<file path="config.mk">
export PLATFORM = sky130hd
export DESIGN_NAME = hpt_mac
export DESIGN_NICKNAME = d
export VERILOG_FILES = /design/src/rtl/hpt_pkg.sv /design/src/rtl/hpt_mac.sv
export SDC_FILE = /design/constraint.sdc
export NUM_CORES = 2
export LEC_CHECK = 0
export ABC_AREA = 1
export BUFFER_PORTS_ARGS = -buffer_cell sky130_fd_sc_hd__buf_2
export CAP_MARGIN = 20
export CELL_PAD_IN_SITES_DETAIL_PLACEMENT = 0
export CELL_PAD_IN_SITES_GLOBAL_PLACEMENT = 1
export CORE_MARGIN = 10
export CORE_UTILIZATION = 30
export CTS_BUF_LIST = sky130_fd_sc_hd__clkbuf_4 sky130_fd_sc_hd__clkbuf_8 sky130_fd_sc_hd__clkbuf_16
export DETAILED_ROUTE_END_ITERATION = 10
export GPL_ROUTABILITY_DRIVEN = 1
export HOLD_SLACK_MARGIN = 0.03
export PLACE_DENSITY_LB_ADDON = 0.08
export SLEW_MARGIN = 25
export SYNTH_ARGS = -nofsm -noshare
export SYNTH_HDL_FRONTEND = slang
export SYNTH_SLANG_ARGS = --single-unit
</file>
<file path="constraint.sdc">
create_clock -name clk -period 6.6 [get_ports clk]
set_clock_uncertainty 0.2 [all_clocks]
set_input_delay 0 -clock clk [delete_from_list [all_inputs] [get_ports clk]]
set_output_delay 0 -clock clk [all_outputs]
set_load 0.05 [all_outputs]
</file>
<file path="src/rtl/hpt_pkg.sv">
// ---------------------------------------------------------------------------
// hpt_pkg
// Shared types and codes of the 3x3 homogeneous point transform.
// ---------------------------------------------------------------------------
package hpt_pkg;

    localparam int unsigned IO_WIDTH    = 32;
    localparam int unsigned MAT_ENTRIES = 9;

    localparam logic [2:0] FUNC_LOAD_T     = 3'd0;
    localparam logic [2:0] FUNC_LOAD_M     = 3'd1;
    localparam logic [2:0] FUNC_COMPOSE    = 3'd2;
    localparam logic [2:0] FUNC_AFFINE     = 3'd3;
    localparam logic [2:0] FUNC_PROJECTIVE = 3'd4;

    typedef struct packed {
        logic [2:0]                 func;
        logic [3:0]                 entry_index;
        logic signed [IO_WIDTH-1:0] entry_value;
        logic signed [IO_WIDTH-1:0] point_x;
        logic signed [IO_WIDTH-1:0] point_y;
        logic signed [IO_WIDTH-1:0] point_z;
        logic                       last_point;
    } req_t;

    typedef struct packed {
        logic signed [IO_WIDTH-1:0] out_x;
        logic signed [IO_WIDTH-1:0] out_y;
        logic                       zero_divisor;
        logic                       out_last;
    } rsp_t;

    // control of the shared multiply-accumulate unit
    typedef struct packed {
        logic clr;    // preload the rounding half
        logic issue;  // multiply this cycle
        logic half;   // high half of the b magnitude
        logic konst;  // constant term: a times 1.0
    } mac_op_t;

endpackage

</file>
<file path="src/rtl/hpt_mac.sv">
// ---------------------------------------------------------------------------
// hpt_mac
// Shared multiply-accumulate unit: one W x W/2 partial product a cycle,
// registered, then added into an exact accumulator. Result is the rounded,
// saturated word of the accumulator.
// ---------------------------------------------------------------------------
module hpt_mac #(
    parameter int unsigned WORD_WIDTH = 32,
    parameter int unsigned FRAC_BITS  = 16
) (
    input  logic                         clk,
    input  logic                         rst_n,
    input  hpt_pkg::mac_op_t             op,
    input  logic signed [WORD_WIDTH-1:0] a,
    input  logic signed [WORD_WIDTH-1:0] b,
    output logic signed [WORD_WIDTH-1:0] result
);
    localparam int unsigned W  = WORD_WIDTH;
    localparam int unsigned F  = FRAC_BITS;
    localparam int unsigned HB = (W + 1) / 2;
    localparam int unsigned PW = W + HB;
    localparam int unsigned MW = (W > F) ? W : F;
    localparam int unsigned AW = W + MW + 2;

    localparam logic signed [AW-1:0] HALF = AW'(1) << (F - 1);
    localparam logic signed [AW-1:0] WMAX = (AW'(1) << (W - 1)) - AW'(1);
    localparam logic signed [AW-1:0] WMIN = ~WMAX;

    logic [W-1:0]  a_mag;
    logic [W-1:0]  b_mag;
    logic [HB-1:0] b_half;
    logic [PW-1:0] mul;

    logic [PW-1:0]          prod_reg;
    logic                   neg_reg;
    logic                   half_reg;
    logic                   konst_reg;
    logic                   vld_reg;
    logic signed [AW-1:0]   acc_reg;

    logic [AW-1:0]          shifted;
    logic signed [AW-1:0]   term;
    logic signed [AW-1:0]   rs;

    assign a_mag  = a[W-1] ? (~$unsigned(a) + W'(1)) : $unsigned(a);
    assign b_mag  = b[W-1] ? (~$unsigned(b) + W'(1)) : $unsigned(b);
    assign b_half = op.half ? HB'(b_mag >> HB) : b_mag[HB-1:0];
    assign mul    = PW'(a_mag) * PW'(b_half);

    always_ff @(posedge clk or negedge rst_n)
    begin
        if (!rst_n)
        begin
            vld_reg <= 1'b0;
        end
        else
        begin
            vld_reg <= op.issue;
        end
    end

    always_ff @(posedge clk)
    begin
        if (op.issue)
        begin
            prod_reg  <= op.konst ? PW'(a_mag) : mul;
            neg_reg   <= op.konst ? a[W-1] : (a[W-1] ^ b[W-1]);
            half_reg  <= op.half;
            konst_reg <= op.konst;
        end
        if (op.clr)
        begin
            acc_reg <= HALF;
        end
        else if (vld_reg)
        begin
            acc_reg <= acc_reg + term;
        end
    end

    // align the partial product: high half sits HB bits up, constant term F bits up
    always_comb
    begin
        if (konst_reg)
        begin
            shifted = AW'(prod_reg) << F;
        end
        else if (half_reg)
        begin
            shifted = AW'(prod_reg) << HB;
        end
        else
        begin
            shifted = AW'(prod_reg);
        end
    end

    assign term = neg_reg ? $signed(~shifted + AW'(1)) : $signed(shifted);

    assign rs = acc_reg >>> F;

    always_comb
    begin
        if (rs > WMAX)
        begin
            result = WMAX[W-1:0];
        end
        else if (rs < WMIN)
        begin
            result = WMIN[W-1:0];
        end
        else
        begin
            result = rs[W-1:0];
        end
    end

endmodule

</file>
# After elaboration in Yosys (flattened, before gate mapping)
# Cells that the tools add are included.
# totals
register_bits	118
word_cells	28
# classes
n_addsub	4
multipliers	1
magnitude_cmp	2
mux	10
bitwise	4
# op_table
cell	count
two-way mux 32 bit	5
two-way mux 64 bit	2
adder 66 x 1 -> 66 bit (second input constant)	1
adder 66 bit	1
two-way mux 66 bit	1
NOT 66 bit	1
adder 32 x 1 -> 32 bit (second input constant)	2
NOT 32 bit	2
> comparator 50 x 32 -> 1 bit (second input constant)	1
< comparator 50 x 32 -> 1 bit (second input constant)	1
multiplier 32 x 16 -> 48 bit	1
two-way mux 16 bit	1
two-way mux 1 bit	1
bitwise XOR 1 bit	1

# Depth between registers and ports, before layout
# depth
word_depth	6
depth_mapped	40
mapped_depth_nobuf	39

# Least setup slack after synthesis
# No wires, ideal clock.
# synth_timing
kind	in2reg
startpoint	in a[0]
endpoint	reg prod_reg[26], data pin
setup_time_ns	0.269
t_arrival_ns	6.453
required_ns	6.131
setup_slack_ns	-0.322
cell_stages	32
n_path_buf	1
cell_sequence	inv_2 > clkbuf_1 > ha_1 > inv_1 > nor2_1 > nand2_1 > nor2_1 > nand4_1 > nor2_1 > a21oi_1 > xor2_1 > inv_1 > nand2_1 > fa_1 > fa_1 > fa_1 > inv_1 > fa_1 > fa_1 > inv_1 > fa_1 > inv_1 > ha_1 > nand2_1 > nor2_1 > inv_1 > nor2_1 > and3_1 > a21oi_1 > or2_2 > nand3_1 > o21ai_0
# synth_between
elab_chain_len	5
# synth_lines
item	line_no	text
from (decl)	hpt_mac.sv:14	input logic signed [WORD_WIDTH-1:0] a,
NOT 32 bit	hpt_mac.sv:45	assign a_mag = a[W-1] ? (~$unsigned(a) + W'(1)) : $unsigned(a);
adder 32 x 1 -> 32 bit	hpt_mac.sv:45	
two-way mux 32 bit (*)	hpt_mac.sv:45	
multiplier 32 x 16 -> 48 bit	hpt_mac.sv:48	assign mul = PW'(a_mag) * PW'(b_half);
two-way mux 32 bit (*)	hpt_mac.sv:66	prod_reg <= op.konst ? PW'(a_mag) : mul;
to (signal assigned)	hpt_mac.sv:66	
to (decl)	hpt_mac.sv:34	logic [PW-1:0] prod_reg;
# Mark *: on every way between the ends. The rest lies on a longest branch, timed or not.
# A chain may end at the register's enable or synchronous reset.

# Worst setup path in the final report
# layout_timing
startpoint	in b[0]
endpoint	reg prod_reg[32], data pin
# layout_between
elab_chain_len	5
# layout_lines
item	line_no	text
from (decl)	hpt_mac.sv:15	input logic signed [WORD_WIDTH-1:0] b,
NOT 32 bit	hpt_mac.sv:46	assign b_mag = b[W-1] ? (~$unsigned(b) + W'(1)) : $unsigned(b);
adder 32 x 1 -> 32 bit	hpt_mac.sv:46	
two-way mux 32 bit (*)	hpt_mac.sv:46	
two-way mux 16 bit (*)	hpt_mac.sv:47	assign b_half = op.half ? HB'(b_mag >> HB) : b_mag[HB-1:0];
multiplier 32 x 16 -> 48 bit (*)	hpt_mac.sv:48	
# Marked as above.

==> summary.txt <==
Worst hold path
  • HP Class: in2reg
  • Hold Crit Start: op[3]
  • Hold-critical path endpoint: acc_reg[15]
  • Worst hold path depth: 4

Worst setup path
  • Worst r2r dst: acc_reg[61]
  • CP endpoint kind: register
  • WS Path Type: in2reg
  • Most used cell, CP: fa_1
  • FF-to-FF setup slack: 1.35 ns
  • Crit-path slowest cell: fa_1
  • Worst Reg-to-Reg Cells: 24
  • FF-to-FF Start: half_reg
  • Startpoint Class: primary input
  • Critical path fanouts, max: 6
  • Critical path arrival: 6.61 ns
  • Worst path max stage delay: 0.59 ns
  • Worst Path Required: 6.60 ns

Routing
  • Initial DRC count: 1,587
  • Via density: 4.66
  • Via Count: 31,000
  • DRC Markers: 0
  • TritonRoute pass-1 iters: 6
  • Antenna Violating Nets Remaining: 0
  • Drt total wl: 130,000 um
  • Routed len/inst: 19.5 um

Placement
  • Inst Count DP: 6,467
  • DPL Wire Length: 110,000 um
  • IO Port Bufs: 101
  • Placer Congestion: 0.918
  • Dpl cell area: 37,100 um^2

Synth
  • #FFs+latches synth: 118
  • Mean Syn Cell Area: 6.69 um^2
  • Area leader, netlist: fa_1
  • Main synth FF type: dfxtp_1
  • Synth cell types: 54
  • Top cell type's share of synthesized area: 27.5%
  • Synth top area cells: fa_1 (27%), inv_1 (12%), nand2_1 (12%), nor2_1 (7.9%), ha_1 (7.7%)
  • Syn Nets: 5,242
  • Synth async-reset ratio: 0.847%
  • Mapped cell area: 30,500 um^2
  • Yosys Warn Count: 0
  • Seq/Total Area, Yosys: 9.42%
  • Syn Inst Count: 4,565
  • Post-synth EDFFs: 51

STA
  • Slew margin rel.: 40.2%
  • Fin worst setup slack: -0.0144 ns
  • # setup viols final: 1
  • Worst-Margin Slew: 0.888 ns
  • Fin crit share: 100%
  • Max Clk Rate: 151 MHz
  • RSZ-0062 raised after global routing: true
  • Slew Limit Fails: 0
  • Final Hold Viols: 0
  • Final worst path period need: 6.61 ns
  • Fin Hold WS: 0.0668 ns

Layout
  • Design area: 42,200 um^2
  • Largest register FFs: 66
  • Ratio of cells with drive above 1 in the final layout: 28.1%
  • # nets final: 5,956
  • Antenna diode count: 0
  • Commonest non-fill, non-tap cell in the layout: inv_1
  • Layout area overhead: 38.1%
  • Most frequent cells in the layout: inv_1 (868), nand2_1 (839), buf_4 (554), nor2_1 (538), fa_1 (373)
  • Final Non-Filler Cells: 6,648

CTS
  • CTS root buf: clkbuf_16
  • Inserted Clock Buffers: 17
  • Worst skew pair latency: 0.46 ns
  • Clock H-tree levels: 4
  • Clock transition at path regs: 0.07 ns
  • CTS Buffer Depth: 2
  • TritonCTS clock tree: done
  • Clk sinks: 118

Die
  • Core footprint: 101,000 um^2
  • Die area: 115,000 um^2
  • Initial Utilization: 30.4%
  • Number of core rows: 116
  • DIE HEIGHT: 339 um
  • I/O Pins: 102
  • Die W: 339 um

Status
  • Failing checks: setup timing
  • Outcome: complete, but fails checks

GRT
  • Initial antenna violation count: 0
  • First-pass GRT wire length: 194,000 um
  • Remaining Overflow, GRT: 0
  • Largest net degree at the start of global routing: 74
  • GRT Total Usage: 21.8%
  • Via count of the first global-routing pass: 32,400

Flow run
  • Max-Cap Viols: 0
==> cells in the mapped netlist (all sizes together) (6+ instances only) <==
cell and n:
or2 18, a21boi 7, and3 6, ha 188, nand3 173, clkinv 7, nor4 20, nor3 48
nor2 666, buf 52, xnor2 32, o21bai 15, a31oi 15, dfxtp 66, fa 419, xor2 91
nand4 38, o21ai 310, o21a 18, clkbuf 71, nand3b 12, nand2 957, a21o 11, inv 999
o31ai 6, a21oi 244, o211ai 13, edfxtp 51
==> per-layer routing <==
| layer | GRT usage (%) | up-vias | routed length, um |
|---|---|---|---|
| li1 | - | 15400 | - |
| met1 | 26.6 | 14800 | 55700 |
| met2 | 39.6 | 561 | 65300 |
| met3 | 1.25 | 177 | 2860 |
| met4 | 9.04 | 0 | 6100 |
| met5 | 0 | - | 0 |
==> metrics by stage <==
| stage | utilization (%) | TNS [ns] | worst slack, ns |
|---|---|---|---|
| 5_1_grt | 41.9 | -4.48 | -0.270 |
| 6_report | 41.9 | -0.0144 | -0.0144 |
| 3_3_place_gp | 36.9 | -34.37 | -1.20 |
| 3_5_place_dp | 36.9 | -34.10 | -1.25 |
| 4_1_cts | 39.5 | -0.103 | -0.0381 |
| 2_1_floorplan | - | 0 | 0.00151 |
==> worst max-delay path, delay by kind of cell <==
family	cells	cell delay, ns
and+or+nand+nor	13	1.56
buffers and inverters	11	1.02
AOI/OAI and AO/OA	6	0.57
adders and majority gates	7	3.44
==> cell families after synthesis <==
logic type | after synthesis | synth area share [%]
XOR/XNOR | 123 | 3.55
flip-flops | 118 | 9.42
adder cells (fa/ha/maj) | 607 | 35.2
AND/OR/NAND/NOR | 1942 | 26.1
buffers and inverters | 1129 | 14.3
AO/OA/AOI/OAI | 646 | 11.5
==> worst max-delay path by stage <==
stage | startpoint | endpoint | cells after the start
after floorplan | b[1] | prod_reg[29] | 31
after global placement | b[12] | prod_reg[31] | 34
after detailed placement | a[0] | prod_reg[31] | 34
after CTS | b[7] | prod_reg[37] | 39
after global routing | b[0] | prod_reg[42] | 37
final | b[0] | prod_reg[32] | 37
==> final cells by class <==
cell class | instances | area [um^2]
flip-flops and latches | 118 | 2880
repair buffers | 818 | 7200
fillers | 10700 | 58400
inverters | 1006 | 3840
clock inverters | 14 | 154
well taps | 1357 | 1700
clock buffers | 17 | 425
multi-input cells | 3318 | 26000
==> what timing repair did <==
action,in CTS,in global routing
cloned,2,5
setup endpoints to repair,37,39
hold buffers,7,0
setup buffers,67,76
resized for setup,357,534
pin swaps,166,314
hold endpoints to repair,38,0
Power is left out: the tool's default activity adds up to more than one toggle a clock period on the data nets, which glitch-free logic cannot reach.
