[config.mk]
export PLATFORM = sky130hd
export DESIGN_NAME = hpt_div
export DESIGN_NICKNAME = d
export VERILOG_FILES = /design/src/rtl/hpt_div.sv
export SDC_FILE = /design/constraint.sdc
export NUM_CORES = 1
export LEC_CHECK = 0
export CAP_MARGIN = 20
export CORE_ASPECT_RATIO = 2
export CORE_UTILIZATION = 58
export CTS_CLUSTER_DIAMETER = 200
export CTS_CLUSTER_SIZE = 25
export DETAILED_ROUTE_END_ITERATION = 10
export DONT_BUFFER_PORTS = 1
export PLACE_DENSITY = 0.81
export SLEW_MARGIN = 15
export SYNTH_ARGS = -nofsm -noshare
export SYNTH_HDL_FRONTEND = slang
export SYNTH_SLANG_ARGS = --single-unit
[constraint.sdc]
create_clock -name clk -period 5 [get_ports clk]
set_clock_uncertainty 0.1 [all_clocks]
set_input_delay 1 -clock clk [delete_from_list [all_inputs] [get_ports clk]]
set_output_delay 1 -clock clk [all_outputs]
set_load 0.02 [all_outputs]
[src/rtl/hpt_div.sv]
// ---------------------------------------------------------------------------
// hpt_div
// Radix-2 restoring divider: num * 2^F / den on magnitudes, one quotient bit
// a cycle, truncated toward zero and saturated to a signed word.
// ---------------------------------------------------------------------------
module hpt_div #(
    parameter int unsigned WORD_WIDTH = 32,
    parameter int unsigned FRAC_BITS  = 16
) (
    input  logic                         clk,
    input  logic                         rst_n,
    input  logic                         start,
    input  logic signed [WORD_WIDTH-1:0] num,
    input  logic signed [WORD_WIDTH-1:0] den,
    output logic                         done,
    output logic signed [WORD_WIDTH-1:0] quot
);
    localparam int unsigned W  = WORD_WIDTH;
    localparam int unsigned F  = FRAC_BITS;
    localparam int unsigned NW = W + F;
    localparam int unsigned CW = $clog2(NW + 1);

    localparam logic [NW-1:0] QMAX_POS = (NW'(1) << (W - 1)) - NW'(1);
    localparam logic [NW-1:0] QMAX_NEG = NW'(1) << (W - 1);
    localparam logic [W-1:0]  WMAX     = (W'(1) << (W - 1)) - W'(1);
    localparam logic [W-1:0]  WMIN     = W'(1) << (W - 1);

    logic [W-1:0]  num_mag;
    logic [W-1:0]  den_mag;

    logic          busy_reg;
    logic [CW-1:0] cnt_reg;
    logic          done_reg;
    logic [W-1:0]  ud_reg;
    logic [NW-1:0] dsr_reg;
    logic [W-1:0]  rem_reg;
    logic [NW-1:0] q_reg;
    logic          neg_reg;
    logic [W-1:0]  quot_reg;

    logic [W:0]    rem_sh;
    logic          ge;
    logic [W:0]    rem_sub;
    logic [NW-1:0] q_fin;

    assign num_mag = num[W-1] ? (~$unsigned(num) + W'(1)) : $unsigned(num);
    assign den_mag = den[W-1] ? (~$unsigned(den) + W'(1)) : $unsigned(den);

    assign rem_sh  = {rem_reg, dsr_reg[NW-1]};
    assign ge      = (rem_sh >= {1'b0, ud_reg});
    assign rem_sub = rem_sh - {1'b0, ud_reg};
    assign q_fin   = {q_reg[NW-2:0], ge};

    always_ff @(posedge clk or negedge rst_n)
    begin
        if (!rst_n)
        begin
            busy_reg <= 1'b0;
            cnt_reg  <= '0;
            done_reg <= 1'b0;
        end
        else
        begin
            done_reg <= 1'b0;
            if (start)
            begin
                busy_reg <= 1'b1;
                cnt_reg  <= CW'(NW);
            end
            else if (busy_reg)
            begin
                cnt_reg <= cnt_reg - CW'(1);
                if (cnt_reg == CW'(1))
                begin
                    busy_reg <= 1'b0;
                    done_reg <= 1'b1;
                end
            end
        end
    end

    always_ff @(posedge clk)
    begin
        if (start)
        begin
            ud_reg  <= den_mag;
            dsr_reg <= {num_mag, F'(0)};
            rem_reg <= '0;
            q_reg   <= '0;
            neg_reg <= num[W-1] ^ den[W-1];
        end
        else if (busy_reg)
        begin
            rem_reg <= ge ? rem_sub[W-1:0] : rem_sh[W-1:0];
            dsr_reg <= dsr_reg << 1;
            q_reg   <= q_fin;
            // final bit: saturate and apply the sign
            if (cnt_reg == CW'(1))
            begin
                if (neg_reg)
                begin
                    quot_reg <= (q_fin > QMAX_NEG) ? WMIN : (~q_fin[W-1:0] + W'(1));
                end
                else
                begin
                    quot_reg <= (q_fin > QMAX_POS) ? WMAX : q_fin[W-1:0];
                end
            end
        end
    end

    assign done = done_reg;
    assign quot = $signed(quot_reg);

endmodule

* Word level (Yosys, flattened, before mapping)
Index checks and enable logic that the tools add are counted.
** Cells by class
- Add/sub/neg operators :: 5
- Magnitude comparators :: 3
- Eq/ne operators :: 1
- Mux-type cells :: 16
- Bitwise operators :: 5
- Reduce and logical (&&, ||, !) cells :: 2
** Operators with widths (number)
- 32-bit two-way mux :: 5
- 32-bit by 1-bit adder with 32-bit output (second input constant) :: 3
- 48-bit two-way mux :: 2
- 32-bit NOT :: 3
- 48-bit by 31-bit > comparator with 1-bit output (second input constant) :: 1
- 48-bit by 32-bit > comparator with 1-bit output (second input constant) :: 1
- 33-bit by 32-bit greater-or-equal comparator with 1-bit output :: 1
- 32-bit subtractor :: 1
- 31-bit two-way mux :: 1
- 6-bit two-way mux :: 2
- 6-bit by 1-bit == test with 1-bit output (second input constant) :: 1
- 1-bit two-way mux :: 6
- 6-bit by 1-bit subtractor with 6-bit output (second input constant) :: 1
- 3-bit AND reduction :: 1
- 2-bit nonzero test :: 1
- 1-bit NOT :: 1
- 1-bit XOR :: 1
** Storage, ports and cells
- Register bits :: 184
- Output and inout bits :: 33

* Depth between registers and ports, before layout
Gate-level depths: netlist of the first run.
- Depth after elaboration :: 5
- Gate-level depth with buffers :: 20

* Worst setup path before layout of the first run
No wires, ideal clock.
- Path kind :: in2reg
- From :: input port start
- To :: register quot_reg[0] (netlist: quot[0]), enable pin
- Data arrival time :: 4921 ps
- Setup slack :: -522 ps
- Stages on the path :: 3
- Path buffers :: 1
- Path through :: clkbuf_1 -> or4b_2 -> nor4_1
** Between the ends
- Cells in the longest elaborated chain, start to end :: 2
** RTL lines
- start, declared :: line 12 : input logic start,
- 1-bit NOT (no line)
- 3-bit AND reduction (no line)
- end signal, assigned :: line 102 : quot_reg <= (q_fin > QMAX_NEG) ? WMIN : (~q_fin[W-1:0] + W'(1));
- end signal, assigned :: line 106 : quot_reg <= (q_fin > QMAX_POS) ? WMAX : q_fin[W-1:0];
- end, declared :: line 39 : logic [W-1:0] quot_reg;
Every way passes these cells.
A chain may end at the register's enable or synchronous reset.

* Worst setup path after layout of the first run
- From :: register ud_reg[23]
- To :: register quot_reg[9] (netlist: quot[9]) (data pin)
** Between the ends
- Cells in the longest elaborated chain, start to end :: 5
** RTL lines
- start, declared :: line 34 : logic [W-1:0] ud_reg;
- start signal, assigned :: line 86 : ud_reg <= den_mag;
- 33-bit by 32-bit greater-or-equal comparator with 1-bit output * :: line 50 : assign ge = (rem_sh >= {1'b0, ud_reg});
- 32-bit NOT :: line 102
- 32-bit by 1-bit adder with 32-bit output :: line 102
- 32-bit two-way mux :: line 102
- 32-bit two-way mux * :: line 100 : if (neg_reg)
Every way passes the cells marked *; elsewhere a longest branch is shown, timed or not.

==> summary.md, run 1 <==
| Metric | Value |
|---|---|
| Outcome | `finished clean` |
| First-pass GRT wire length | `between 30000 and 40000 um` |
| Remaining antenna violation count | `0` |
| Max cap viols | `0` |
| Worst-Skew Late Latency | `440 ps` |
| Initial antenna violation count | `0` |
| Ys Warns | `0` |
| Most used DFF post-synth | `edfxtp_1` |
| Wire per inst | `17.81 um` |
| GPL Wtd Cong | `0.9022` |
| Final Hold Vio Count | `0` |
| Crit start category | `flip-flop` |
| Clock Sinks | `184` |
| DR iter-0 viols | `471` |
| Vias in the first global route | `about 8700` |
| First drt pass iteration count | `5` |
| Drt total wl | `24630 um` |
| Pre-CTS setup slack | `~130 ps` |
| Total Routing Usage GR | `about 26%` |
| Leak | `0.004716 uW` |
| CTS tree | `built` |
| Syn-to-layout area delta | `7.072%` |
| Antenna Diode Count | `0` |
| RSZ-0062 raised after global routing | `false` |
| FP Rows | `70` |
| Initial Util | `59.44%` |
| Fin. max-slew vios | `0` |
| Yosys top cell by area | `edfxtp_1` |
| Cells after Synth | `1183` |
| Width of the die | `98.85 um` |
| Die area | `19340 um2` |
| Synth Register Bits | `184` |
| Vias | `8777` |
| CTS clk-pin slew, worst paths | `70 ps` |
| Crit Path Max Fanout | `17` |
| Port bufs | `0` |
| Syn avg cell area | `just over 9 um2` |
| CTS max path bufs | `2` |
| CP Capture Type | `flip-flop` |
| Critical Path RT | `5170 ps` |
| Final critical-path share of the clock period | `93.42%` |
| Total gr overflow | `0` |
| Clock buffer count from CTS | `17` |
| Io pins | `100` |
| Total negative slack | `0 ps` |
| Reg2Reg Depth | `15` |
| Pwr Density | `just under 500 nW/um2` |
| Yosys cell types | `71` |
| Worst Tran Pin Value | `941.1 ps` |
| Core Footprint | `18310 um2` |
| Setup ws final | `329.1 ps` |
| Fin nets | `1259` |
| Highest clock rate | `214.1 MHz` |
| CTS Root Cell | `clkbuf_16` |
| Fraction of layout cells with a size suffix above 1 | `about 7.1%` |
| Post-synth top cells | `147 x nor2_1, 105 x nand2_1, 97 x edfxtp_1` |
| Pin count of the biggest net entering global routing | `approximately 190` |
| # DRC | `0` |
| Minimum clock period | `4671 ps` |
| Hold/Removal Path Class | `input port to async pin` |
| Most common cell in the netlist | `nor2_1` |
| Mapped Area | `10880 um2` |
| Synth area leaders | `edfxtp_1 27%, dfxtp_1 15%, nor2_1 5.1%` |
| Maximum vdd ir drop | `278.7 uV` |
| Syn nets | `1288` |
| Fraction of registers with async set/reset | `4.348%` |
| Overall power | `~5700 uW` |
| Hold-fix buffers, CTS | `0` |
| Post-synth top area share | `between 20% and 30%` |
| Die H | `a little under 200 um` |
| Max reg flops | `47` |
| DP HPWL | `17300 um` |
| WS Path Type | `flip-flop to flip-flop` |
| Post-synth EDFFs | `97` |
| Rel. slew slack | `between 30% and 40%` |
| H-Tree Depth | `4` |
| Post-detailed-route via-to-cell ratio | `roughly 6.3` |
| Worst Path Arrival | `4840 ps` |
| Final setup fails | `0` |
| Seq/Total Area, Yosys | `between 40% and 50%` |
layout by cell type (no fill, tap or decap), types with 11 or more instances in the layout:
| cell | count |
|---|---|
| nand2_1 | 104 |
| a21oi_1 | 67 |
| inv_1 | 58 |
| nor3_1 | 31 |
| or3_1 | 25 |
| nor4_1 | 14 |
| edfxtp_1 | 97 |
| or4_1 | 11 |
| o21ai_0 | 49 |
| a21o_1 | 15 |
| clkbuf_16 | 17 |
| o31ai_1 | 20 |
| nor2_1 | 147 |
| nand3_1 | 17 |
| o41ai_1 | 11 |
| o21a_1 | 16 |
| xnor2_1 | 44 |
| mux2i_1 | 48 |
| a211oi_1 | 12 |
| or2_2 | 11 |
| xor2_1 | 35 |
| ha_1 | 37 |
| a311oi_1 | 25 |
| buf_4 | 12 |
| dfxtp_1 | 79 |
critical path, stage by stage (launching register included):
cell,delay [ps]
edfxtp_1,330
inv_1,40
ha_1,380
and2_1,210
and3_1,220
a221oi_1,490
o21ai_0,370
a21oi_4,240
ha_1,260
nand3b_1,130
or4_4,550
o41ai_4,360
buf_4,210
nand2b_4,150
o31a_1,280
o211ai_1,160
layer usage:
metal / vias up / track usage, % / share of wire, %
met3: 85 / 4.667 / 3.8
met1: 4138 / 26.21 / 38
met4: 0 / 16.86 / 5.2
met5: - / 0 / 0
li1: 4283 / - / -
met2: 271 / 47.84 / 53
kinds of logic after synthesis:
| group | after synthesis | share of synthesized area [%] |
|---|---|---|
| simple gates | 419 | 18.54 |
| compound gates | 297 | 18.94 |
| flops | 184 | 43.15 |
| buf+inv | 117 | 4.059 |
| xor+xnor | 79 | 6.359 |
| mux | 49 | 4.519 |
| fa+ha+maj | 38 | 4.439 |
final timing paths:
kind	start	endpoint	slack, ps
setup / recovery	ud_reg[23]	quot[9]	330
hold / removal	rst_n	cnt_reg[3]	150
setup reg to reg	ud_reg[23]	quot[9]	330
hold reg to reg	rem_reg[15]	rem_reg[15]	400
max in group asynchronous	rst_n	busy_reg	4570
min in group clk	rem_reg[15]	rem_reg[15]	400
repair_timing:
item	4_1_cts	5_1_grt
buffers inserted	0	1
gates resized for setup	0	10
endpoints found under the setup margin	0	26
through the flow:
| step | utilization [%] | std cells | hold slack (ps) | cell area [um2] |
|---|---|---|---|---|
| detailed placement | 60.29 | 1350 | 393.2 | 11040 |
| global placement | 60.29 | 1350 | 377.3 | 11040 |
| finish | 63.64 | 1383 | 149.9 | 11650 |
| floorplan | - | 1183 | 360.8 | 10890 |
| global route | 63.64 | 1383 | 127.0 | 11650 |
| CTS | 63.42 | 1382 | 125.1 | 11610 |
power by group:
group | internal [uW] | switching, uW | leakage, uW
sequential | 1850 | 148 | 0.00168
combinational | 1020 | 1410 | 0.00275
clock | 675 | 628 | 0.000289
cell type report:
| cell class | count | area (um2) |
|---|---|---|
| Inverter | 57 | 214.0 |
| Multi-Input combinational cell | 882 | 5803 |
| Fill cell | 1474 | 6655 |
| Clock inverter | 14 | 135.1 |
| Sequential cell | 184 | 4698 |
| Tap cell | 216 | 270.3 |
| Clock buffer | 18 | 439.2 |
| Timing Repair Buffer | 12 | 90.09 |
(Power assumes the default switching activity.)
==> run 2, diff against run 1 <==
--- a/config.mk
+++ b/config.mk
@@ -7,7 +7,7 @@
 export LEC_CHECK = 0
 export CAP_MARGIN = 20
 export CORE_ASPECT_RATIO = 2
-export CORE_UTILIZATION = 58
+export CORE_UTILIZATION = 60
 export CTS_CLUSTER_DIAMETER = 200
 export CTS_CLUSTER_SIZE = 25
 export DETAILED_ROUTE_END_ITERATION = 10
==> constraint.sdc (replaced) <==
create_clock -name clk -period 4.9 [get_ports clk]
set_clock_uncertainty 0.1 [all_clocks]
set_input_delay 0.98 -clock clk [delete_from_list [all_inputs] [get_ports clk]]
set_output_delay 0.98 -clock clk [all_outputs]
set_load 0.02 [all_outputs]
==> run 2 against run 1 <==
  * Die area shrank 3.3%
  * Worst hold slack lost 20 ps
  * Utilization grew 2.0 points
  * Largest cell class unchanged
  * Non-clock buffer count shrank 1
==> summary.md, run 2 (synthesis results as in run 1) <==
| Metric | Value |
|---|---|
| CP max stage cell | `or4_4 (unchanged)` |
| Minimum clock period | `4623 ps (was 4671 ps)` |
| Antenna Diode Count | `0 (unchanged)` |
| CP startpoint | `ud_reg[7] (was ud_reg[23])` |
| Pint | `3660 uW (was 3540 uW)` |
| CP dominant cell by count | `ha_1 (unchanged)` |
| First-pass GRT wire length | `40440 um (was 39920 um)` |
| Port bufs | `0 (unchanged)` |
| Outcome | `finished clean (unchanged)` |
| Syn-to-layout area delta | `7.279% (was 7.072%)` |
| Critical R2R Launch | `ud_reg[7] (was ud_reg[23])` |
| Hold-fix buffers, CTS | `0 (unchanged)` |
| # Post-CTS Setup Buffers | `0 (unchanged)` |
| DP HPWL | `17050 um (was 17300 um)` |
| Final critical-path share of the clock period | `94.34% (was 93.42%)` |
| Drt total wl | `24520 um (was 24630 um)` |
| Fraction of layout cells with a size suffix above 1 | `6.947% (was 7.112%)` |
| Rel. slew slack | `38.95% (was 37.26%)` |
| Wire per inst | `17.78 um (was 17.81 um)` |
| Total Routing Usage GR | `26.72% (was 25.92%)` |
| # DRC | `0 (unchanged)` |
| Core Footprint | `17780 um2 (was 18310 um2)` |
| Commonest non-fill, non-tap cell in the layout | `nor2_1 (unchanged)` |
| Initial Util | `61.18% (was 59.44%)` |
| Final Hold Vio Count | `0 (unchanged)` |
| Highest clock rate | `216.3 MHz (was 214.1 MHz)` |
| Max reg flops | `47 (unchanged)` |
| Vias in the first global route | `8603 (was 8728)` |
| CP Capture Type | `flip-flop (unchanged)` |
| Leak | `0.004710 uW (was 0.004716 uW)` |
| Sw Share | `38.25% (was 38.20%)` |
| Worst Path Arrival | `4740 ps (was 4840 ps)` |
| H-Tree Depth | `4 (unchanged)` |
| Io pins | `100 (unchanged)` |
| Worst Tran Pin Value | `915.8 ps (was 941.1 ps)` |
| Sw Pwr | `2267 uW (was 2188 uW)` |
| First drt pass iteration count | `5 (unchanged)` |
| Final setup fails | `0 (unchanged)` |
| Clk pwr share | `23.7% (was 22.7%)` |
| CTS Root Cell | `clkbuf_16 (unchanged)` |
| CTS max path bufs | `2 (unchanged)` |
| Remaining antenna violation count | `0 (unchanged)` |
| DR iter-0 viols | `518 (was 471)` |
| Crit Path Max Fanout | `12 (was 17)` |
| Total gr overflow | `0 (unchanged)` |
| Hold/Removal Path Class | `input port to async pin (unchanged)` |
| Overall power | `5927 uW (was 5729 uW)` |
| Most frequent cells in the layout | `147 x nor2_1, 104 x nand2_1, 97 x edfxtp_1 (unchanged)` |
| Total negative slack | `0 ps (unchanged)` |
| Die H | `192.4 um (was 195.7 um)` |
| Crit start category | `flip-flop (unchanged)` |
| Critical Path RT | `5020 ps (was 5170 ps)` |
| Fin nets | `1258 (was 1259)` |
| GPL Wtd Cong | `0.9083 (was 0.9022)` |
| Die area | `18710 um2 (was 19340 um2)` |
| CP Cell Sequence | `inv_1 -> ha_1 -> a211oi_1 -> nor3_1 -> o31ai_2 -> o2111a_1 -> o21ai_1 -> a21oi_4 -> ha_1 -> nand3b_1 -> or4_4 -> o41ai_4 -> nor2b_1 -> buf_4 -> a21o_1 -> nand2_1 -> o311ai_0 (was inv_1 -> ha_1 -> and2_1 -> and3_1 -> a221oi_1 -> o21ai_0 -> a21oi_4 -> ha_1 -> nand3b_1 -> or4_4 -> o41ai_4 -> buf_4 -> nand2b_4 -> o31a_1 -> o211ai_1)` |
| Gate power share | `41.9% (was 42.4%)` |
| Post-detailed-route via-to-cell ratio | `6.418 (was 6.346)` |
| Largest stage delay, worst path | `540 ps (was 550 ps)` |
| Pin count of the biggest net entering global routing | `186 (unchanged)` |
| Reg power frac | `34.4% (was 34.9%)` |
| Vias | `8850 (was 8777)` |
| WS Path Type | `flip-flop to flip-flop (unchanged)` |
| Clock buffer count from CTS | `17 (unchanged)` |
| CTS tree | `built (unchanged)` |
| Fin. max-slew vios | `0 (unchanged)` |
| Initial antenna violation count | `0 (unchanged)` |
| Pwr Density | `507.7 nW/um2 (was 491.7 nW/um2)` |
| Max cap viols | `0 (unchanged)` |
| Width of the die | `97.22 um (was 98.85 um)` |
| FP Rows | `69 (was 70)` |
| CTS clk-pin slew, worst paths | `80 ps (was 70 ps)` |
| Util after Layout | `65.63% (was 63.64%)` |
| Maximum vdd ir drop | `271.4 uV (was 278.7 uV)` |
| Clock Sinks | `184 (unchanged)` |
| Worst-Skew Late Latency | `430 ps (was 440 ps)` |
==> run 2: final timing paths <==
| kind | cells after the start | to | slack [ps] |
|---|---|---|---|
| max | 17 | quot[10] | 280 |
| min | 0 | done | 130 |
| max reg2reg | 17 | quot[10] | 280 |
| min reg2reg | 2 | rem_reg[2] | 410 |
| max in group asynchronous | 0 | busy_reg | 4490 |
| min in group clk | 2 | rem_reg[2] | 410 |
==> run 2: what timing repair did <==
item | in CTS | in global routing
gates cloned | 0 | 0
setup endpoints to repair | 1 | 30
resized for setup | 1 | 5
==> run 2: cell type report <==
class | instances | area, um2
multi-input cells | 882 | 5791
clock inverters | 14 | 170.2
clock buffers | 18 | 450.4
well taps | 213 | 266.5
inverters | 57 | 214.0
repair buffers | 11 | 82.58
fillers | 1390 | 6112
flip-flops and latches | 184 | 4698
==> run 2: per-stage QoR <==
stage	hold slack, ps	cells	setup slack, ps	area [um2]
floorplan	360.8	1183	113.1	10890
global placement	374.1	1347	230.2	11030
detailed placement	389.9	1347	50.02	11030
CTS	111.6	1379	22.64	11650
global route	109.0	1379	-3.023	11670
finish	129.8	1379	277.3	11670
==> run 2: worst max-delay path, delay by kind of cell, from the launching register on <==
kind	cells	cell delay (ps)
fa+ha+maj	2	620
flops	1	340
simple gates	5	1050
compound gates	8	2020
buf+inv	2	290
==> run 2: per-layer routing <==
layer,global-route usage [%],part of all wire [%],up-vias
li1,-,-,4296
met1,27.70,38,4219
met2,50.33,54,261
met3,3.948,3.3,74
met4,16.12,4.8,0
met5,0,0,-
==> run 2: power groups by stage <==
| stage | sequential [uW] | clock, uW | combinational (uW) |
|---|---|---|---|
| after floorplan | 2010 | 0 | 1930 |
| after global routing | 2070 | 1480 | 2770 |
| after detailed placement | 2070 | 0 | 2430 |
| after CTS | 2040 | 1430 | 2460 |
| after global placement | 2060 | 0 | 2380 |
| final | 2040 | 1400 | 2480 |
==> run 3, diff against run 2 <==
--- a/config.mk
+++ b/config.mk
@@ -13,6 +13,7 @@
 export DETAILED_ROUTE_END_ITERATION = 10
 export DONT_BUFFER_PORTS = 1
 export PLACE_DENSITY = 0.81
+export SETUP_SLACK_MARGIN = 0.5
 export SLEW_MARGIN = 15
 export SYNTH_ARGS = -nofsm -noshare
 export SYNTH_HDL_FRONTEND = slang
==> run 3 against run 2 <==
  * First-iteration DRC count shrank 4.8%
  * Utilization is 0.51 points higher
  * Die area unchanged
  * Cell area rose by 0.78%
  * Total power grew 0.47%
  * Cell count grew 0.44%
  * Critical path depth rose by 1
  * Worst hold slack improved by 12 ps
  * Critical path type unchanged
  * Critical endpoint is now quot[28]
  * Largest power group unchanged
  * Highest routed layer unchanged
==> summary.md, run 3 (synthesis results as in run 1) <==
| Metric | Value |
|---|---|
| Total gr overflow | `0 (unchanged)` |
| WL met3 | `978 um (was 803 um)` |
| Worst Tran Pin Value | `944.2 ps (was 915.8 ps)` |
| R2r setup slk | `720 ps (was 280 ps)` |
| Minimum clock period | `4181 ps (was 4623 ps)` |
| DR iter-0 viols | `493 (was 518)` |
| Reg2Reg Depth | `18 (was 17)` |
| Fin nets | `1264 (was 1258)` |
| CP Capture Type | `flip-flop (unchanged)` |
| Io pins | `100 (unchanged)` |
| RSZ-0062 raised after global routing | `false` |
| Core Footprint | `17780 um2 (unchanged)` |
| Vias | `8922 (was 8850)` |
| CTS tree | `built (unchanged)` |
| # DRC | `0 (unchanged)` |
| Top Layer Used | `met4 (unchanged)` |
| Clock buffer count from CTS | `17 (unchanged)` |
| CTS clk-pin slew, worst paths | `70 ps (was 80 ps)` |
| Final setup fails | `0 (unchanged)` |
| Die H | `192.4 um (unchanged)` |
| CP Cell Sequence | `inv_1 -> ha_4 -> a211oi_2 -> nor3_1 -> o31ai_2 -> o2111a_2 -> o21ai_2 -> a21oi_4 -> ha_4 -> nand3b_1 -> or4_4 -> o41ai_4 -> buf_4 -> nor2b_4 -> buf_4 -> a21o_1 -> nand2_1 -> o311ai_0 (was inv_1 -> ha_1 -> a211oi_1 -> nor3_1 -> o31ai_2 -> o2111a_1 -> o21ai_1 -> a21oi_4 -> ha_1 -> nand3b_1 -> or4_4 -> o41ai_4 -> nor2b_1 -> buf_4 -> a21o_1 -> nand2_1 -> o311ai_0)` |
| Commonest non-fill, non-tap cell in the layout | `nor2_1 (unchanged)` |
| Fin. max-slew vios | `0 (unchanged)` |
| WS Path Type | `flip-flop to flip-flop (unchanged)` |
| Final Hold Vio Count | `0 (unchanged)` |
| Hold-fix buffers, CTS | `0 (unchanged)` |
| Final critical-path share of the clock period | `85.32% (was 94.34%)` |
| Critical Path RT | `5030 ps (was 5020 ps)` |
| Max reg flops | `47 (unchanged)` |
| CP max stage cell | `or4_4 (unchanged)` |
| Fillers | `1404 (was 1390)` |
| Worst-Skew Late Latency | `430 ps (about the same)` |
| Antenna Diode Count | `0 (unchanged)` |
| Drt total wl | `24530 um (was 24520 um)` |
| Most frequent cells in the layout | `147 x nor2_1, 104 x nand2_1, 97 x edfxtp_1 (unchanged)` |
| Width of the die | `97.22 um (unchanged)` |
| Crit Path Max Fanout | `6 (was 12)` |
| Register Area | `4698 um2 (unchanged)` |
| CTS Root Cell | `clkbuf_16 (unchanged)` |
| Worst Path Arrival | `4310 ps (was 4740 ps)` |
| Wire per inst | `17.71 um (was 17.78 um)` |
| Port bufs | `0 (unchanged)` |
| Pwr Density | `506.2 nW/um2 (was 507.7 nW/um2)` |
| Met2 wire len | `13270 um (was 13160 um)` |
| DP HPWL | `16670 um (was 17050 um)` |
| FP Rows | `69 (unchanged)` |
| First drt pass iteration count | `5 (unchanged)` |
| GPL Wtd Cong | `0.8886 (was 0.9083)` |
| Pin count of the biggest net entering global routing | `186 (unchanged)` |
| Post-detailed-route via-to-cell ratio | `6.442 (was 6.418)` |
| Util after Layout | `66.15% (was 65.63%)` |
| Leak | `0.004741 uW (was 0.004710 uW)` |
| Total Routing Usage GR | `26.15% (was 26.72%)` |
| Reg2Reg Capture Point | `quot[28] (was quot[10])` |
| Hold/Removal Path Class | `input port to async pin (unchanged)` |
| Multi-input gate area | `5856 um2 (was 5791 um2)` |
| Critical R2R Launch | `ud_reg[7] (unchanged)` |
| Fin Hold WS | `141.5 ps (was 129.8 ps)` |
| First-pass GRT wire length | `39690 um (was 40440 um)` |
| Initial Util | `61.18% (unchanged)` |
| Overall power | `5954 uW (was 5927 uW)` |
| Syn-to-layout area delta | `8.119% (was 7.279%)` |
| Crit start category | `flip-flop (unchanged)` |
| Outcome | `finished clean (unchanged)` |
| Remaining antenna violation count | `0 (unchanged)` |
| Fraction of layout cells with a size suffix above 1 | `7.935% (was 6.947%)` |
| Highest clock rate | `239.2 MHz (was 216.3 MHz)` |
| Maximum vdd ir drop | `289.9 uV (was 271.4 uV)` |
| Rel. slew slack | `37.06% (was 38.95%)` |
| Vias in the first global route | `8542 (was 8603)` |
| Max cap viols | `0 (unchanged)` |
| Placed inst area | `11060 um2 (was 11030 um2)` |
| Initial antenna violation count | `0 (unchanged)` |
| H-Tree Depth | `4 (unchanged)` |
| WL met1 | `9296 um (was 9363 um)` |
| Total negative slack | `0 ps (unchanged)` |
| Largest stage delay, worst path | `490 ps (was 540 ps)` |
| Clock Sinks | `184 (unchanged)` |
| CTS max path bufs | `2 (unchanged)` |
| Die area | `18710 um2 (unchanged)` |
| Final Instance Area | `11760 um2 (was 11670 um2)` |
==> run 3: cell count changes in the layout (fill, tap and decap cells not counted), moves of 2 or more <==
cell / before / now
buf_4: 11 / 16
clkbuf_1: 0 / 2
clkinv_8: 4 / 2
ha_1: 37 / 35
ha_4: 0 / 2
o21ai_0: 48 / 46
o311ai_0: 12 / 10
o311ai_1: 0 / 2
==> run 3: metal layers <==
| layer | global-route usage, % | vias up |
|---|---|---|
| li1 | - | 4305 |
| met1 | 28.43 | 4260 |
| met2 | 49.08 | 281 |
| met3 | 3.368 | 76 |
| met4 | 13.74 | 0 |
| met5 | 0 | - |
==> run 3: worst max path at each step <==
stage | end | from
finish | quot[28] | ud_reg[7]
global route | quot[28] | ud_reg[1]
CTS | quot[14] | ud_reg[24]
detailed placement | quot[26] | ud_reg[7]
global placement | quot[26] | ud_reg[7]
floorplan | quot[21] | ud_reg[7]
==> run 3: power breakdown <==
part	leakage, uW	total [uW]	internal, uW	switching [uW]
combinational	0.00278	2560	1080	1470
sequential	0.00168	2030	1890	145
clock	0.000284	1370	728	637
total	0.00474	5950	3700	2260
==> run 3: area by class of cell <==
class                   count  area share, %
clock inverters            13          1.330
repair buffers             17          1.191
well taps                 213          2.265
inverters                  57          1.819
clock buffers              19          3.680
flip-flops and latches    184          39.94
multi-input cells         882          49.78
==> run 3: repair_timing <==
item	CTS	global route
pin swaps	1	3
buffers inserted	5	3
gates resized for setup	5	6
endpoints found under the setup margin	30	29
==> run 3: stage by stage <==
step / std cells / setup slack (ps)
final: 1385 / 719.4
after global routing: 1385 / 483.5
after CTS: 1382 / 541.9
after detailed placement: 1345 / 212.5
after global placement: 1345 / 359.6
after floorplan: 1183 / 548.5
==> run 3: critical path, delay by kind of cell, from the launching register on <==
kind / cells / cell delay [ps]
DFF: 1 / 380
AOI/OAI and AO/OA: 8 / 1620
adders and majority gates: 2 / 400
and+or+nand+nor: 5 / 990
buffers and inverters: 3 / 460
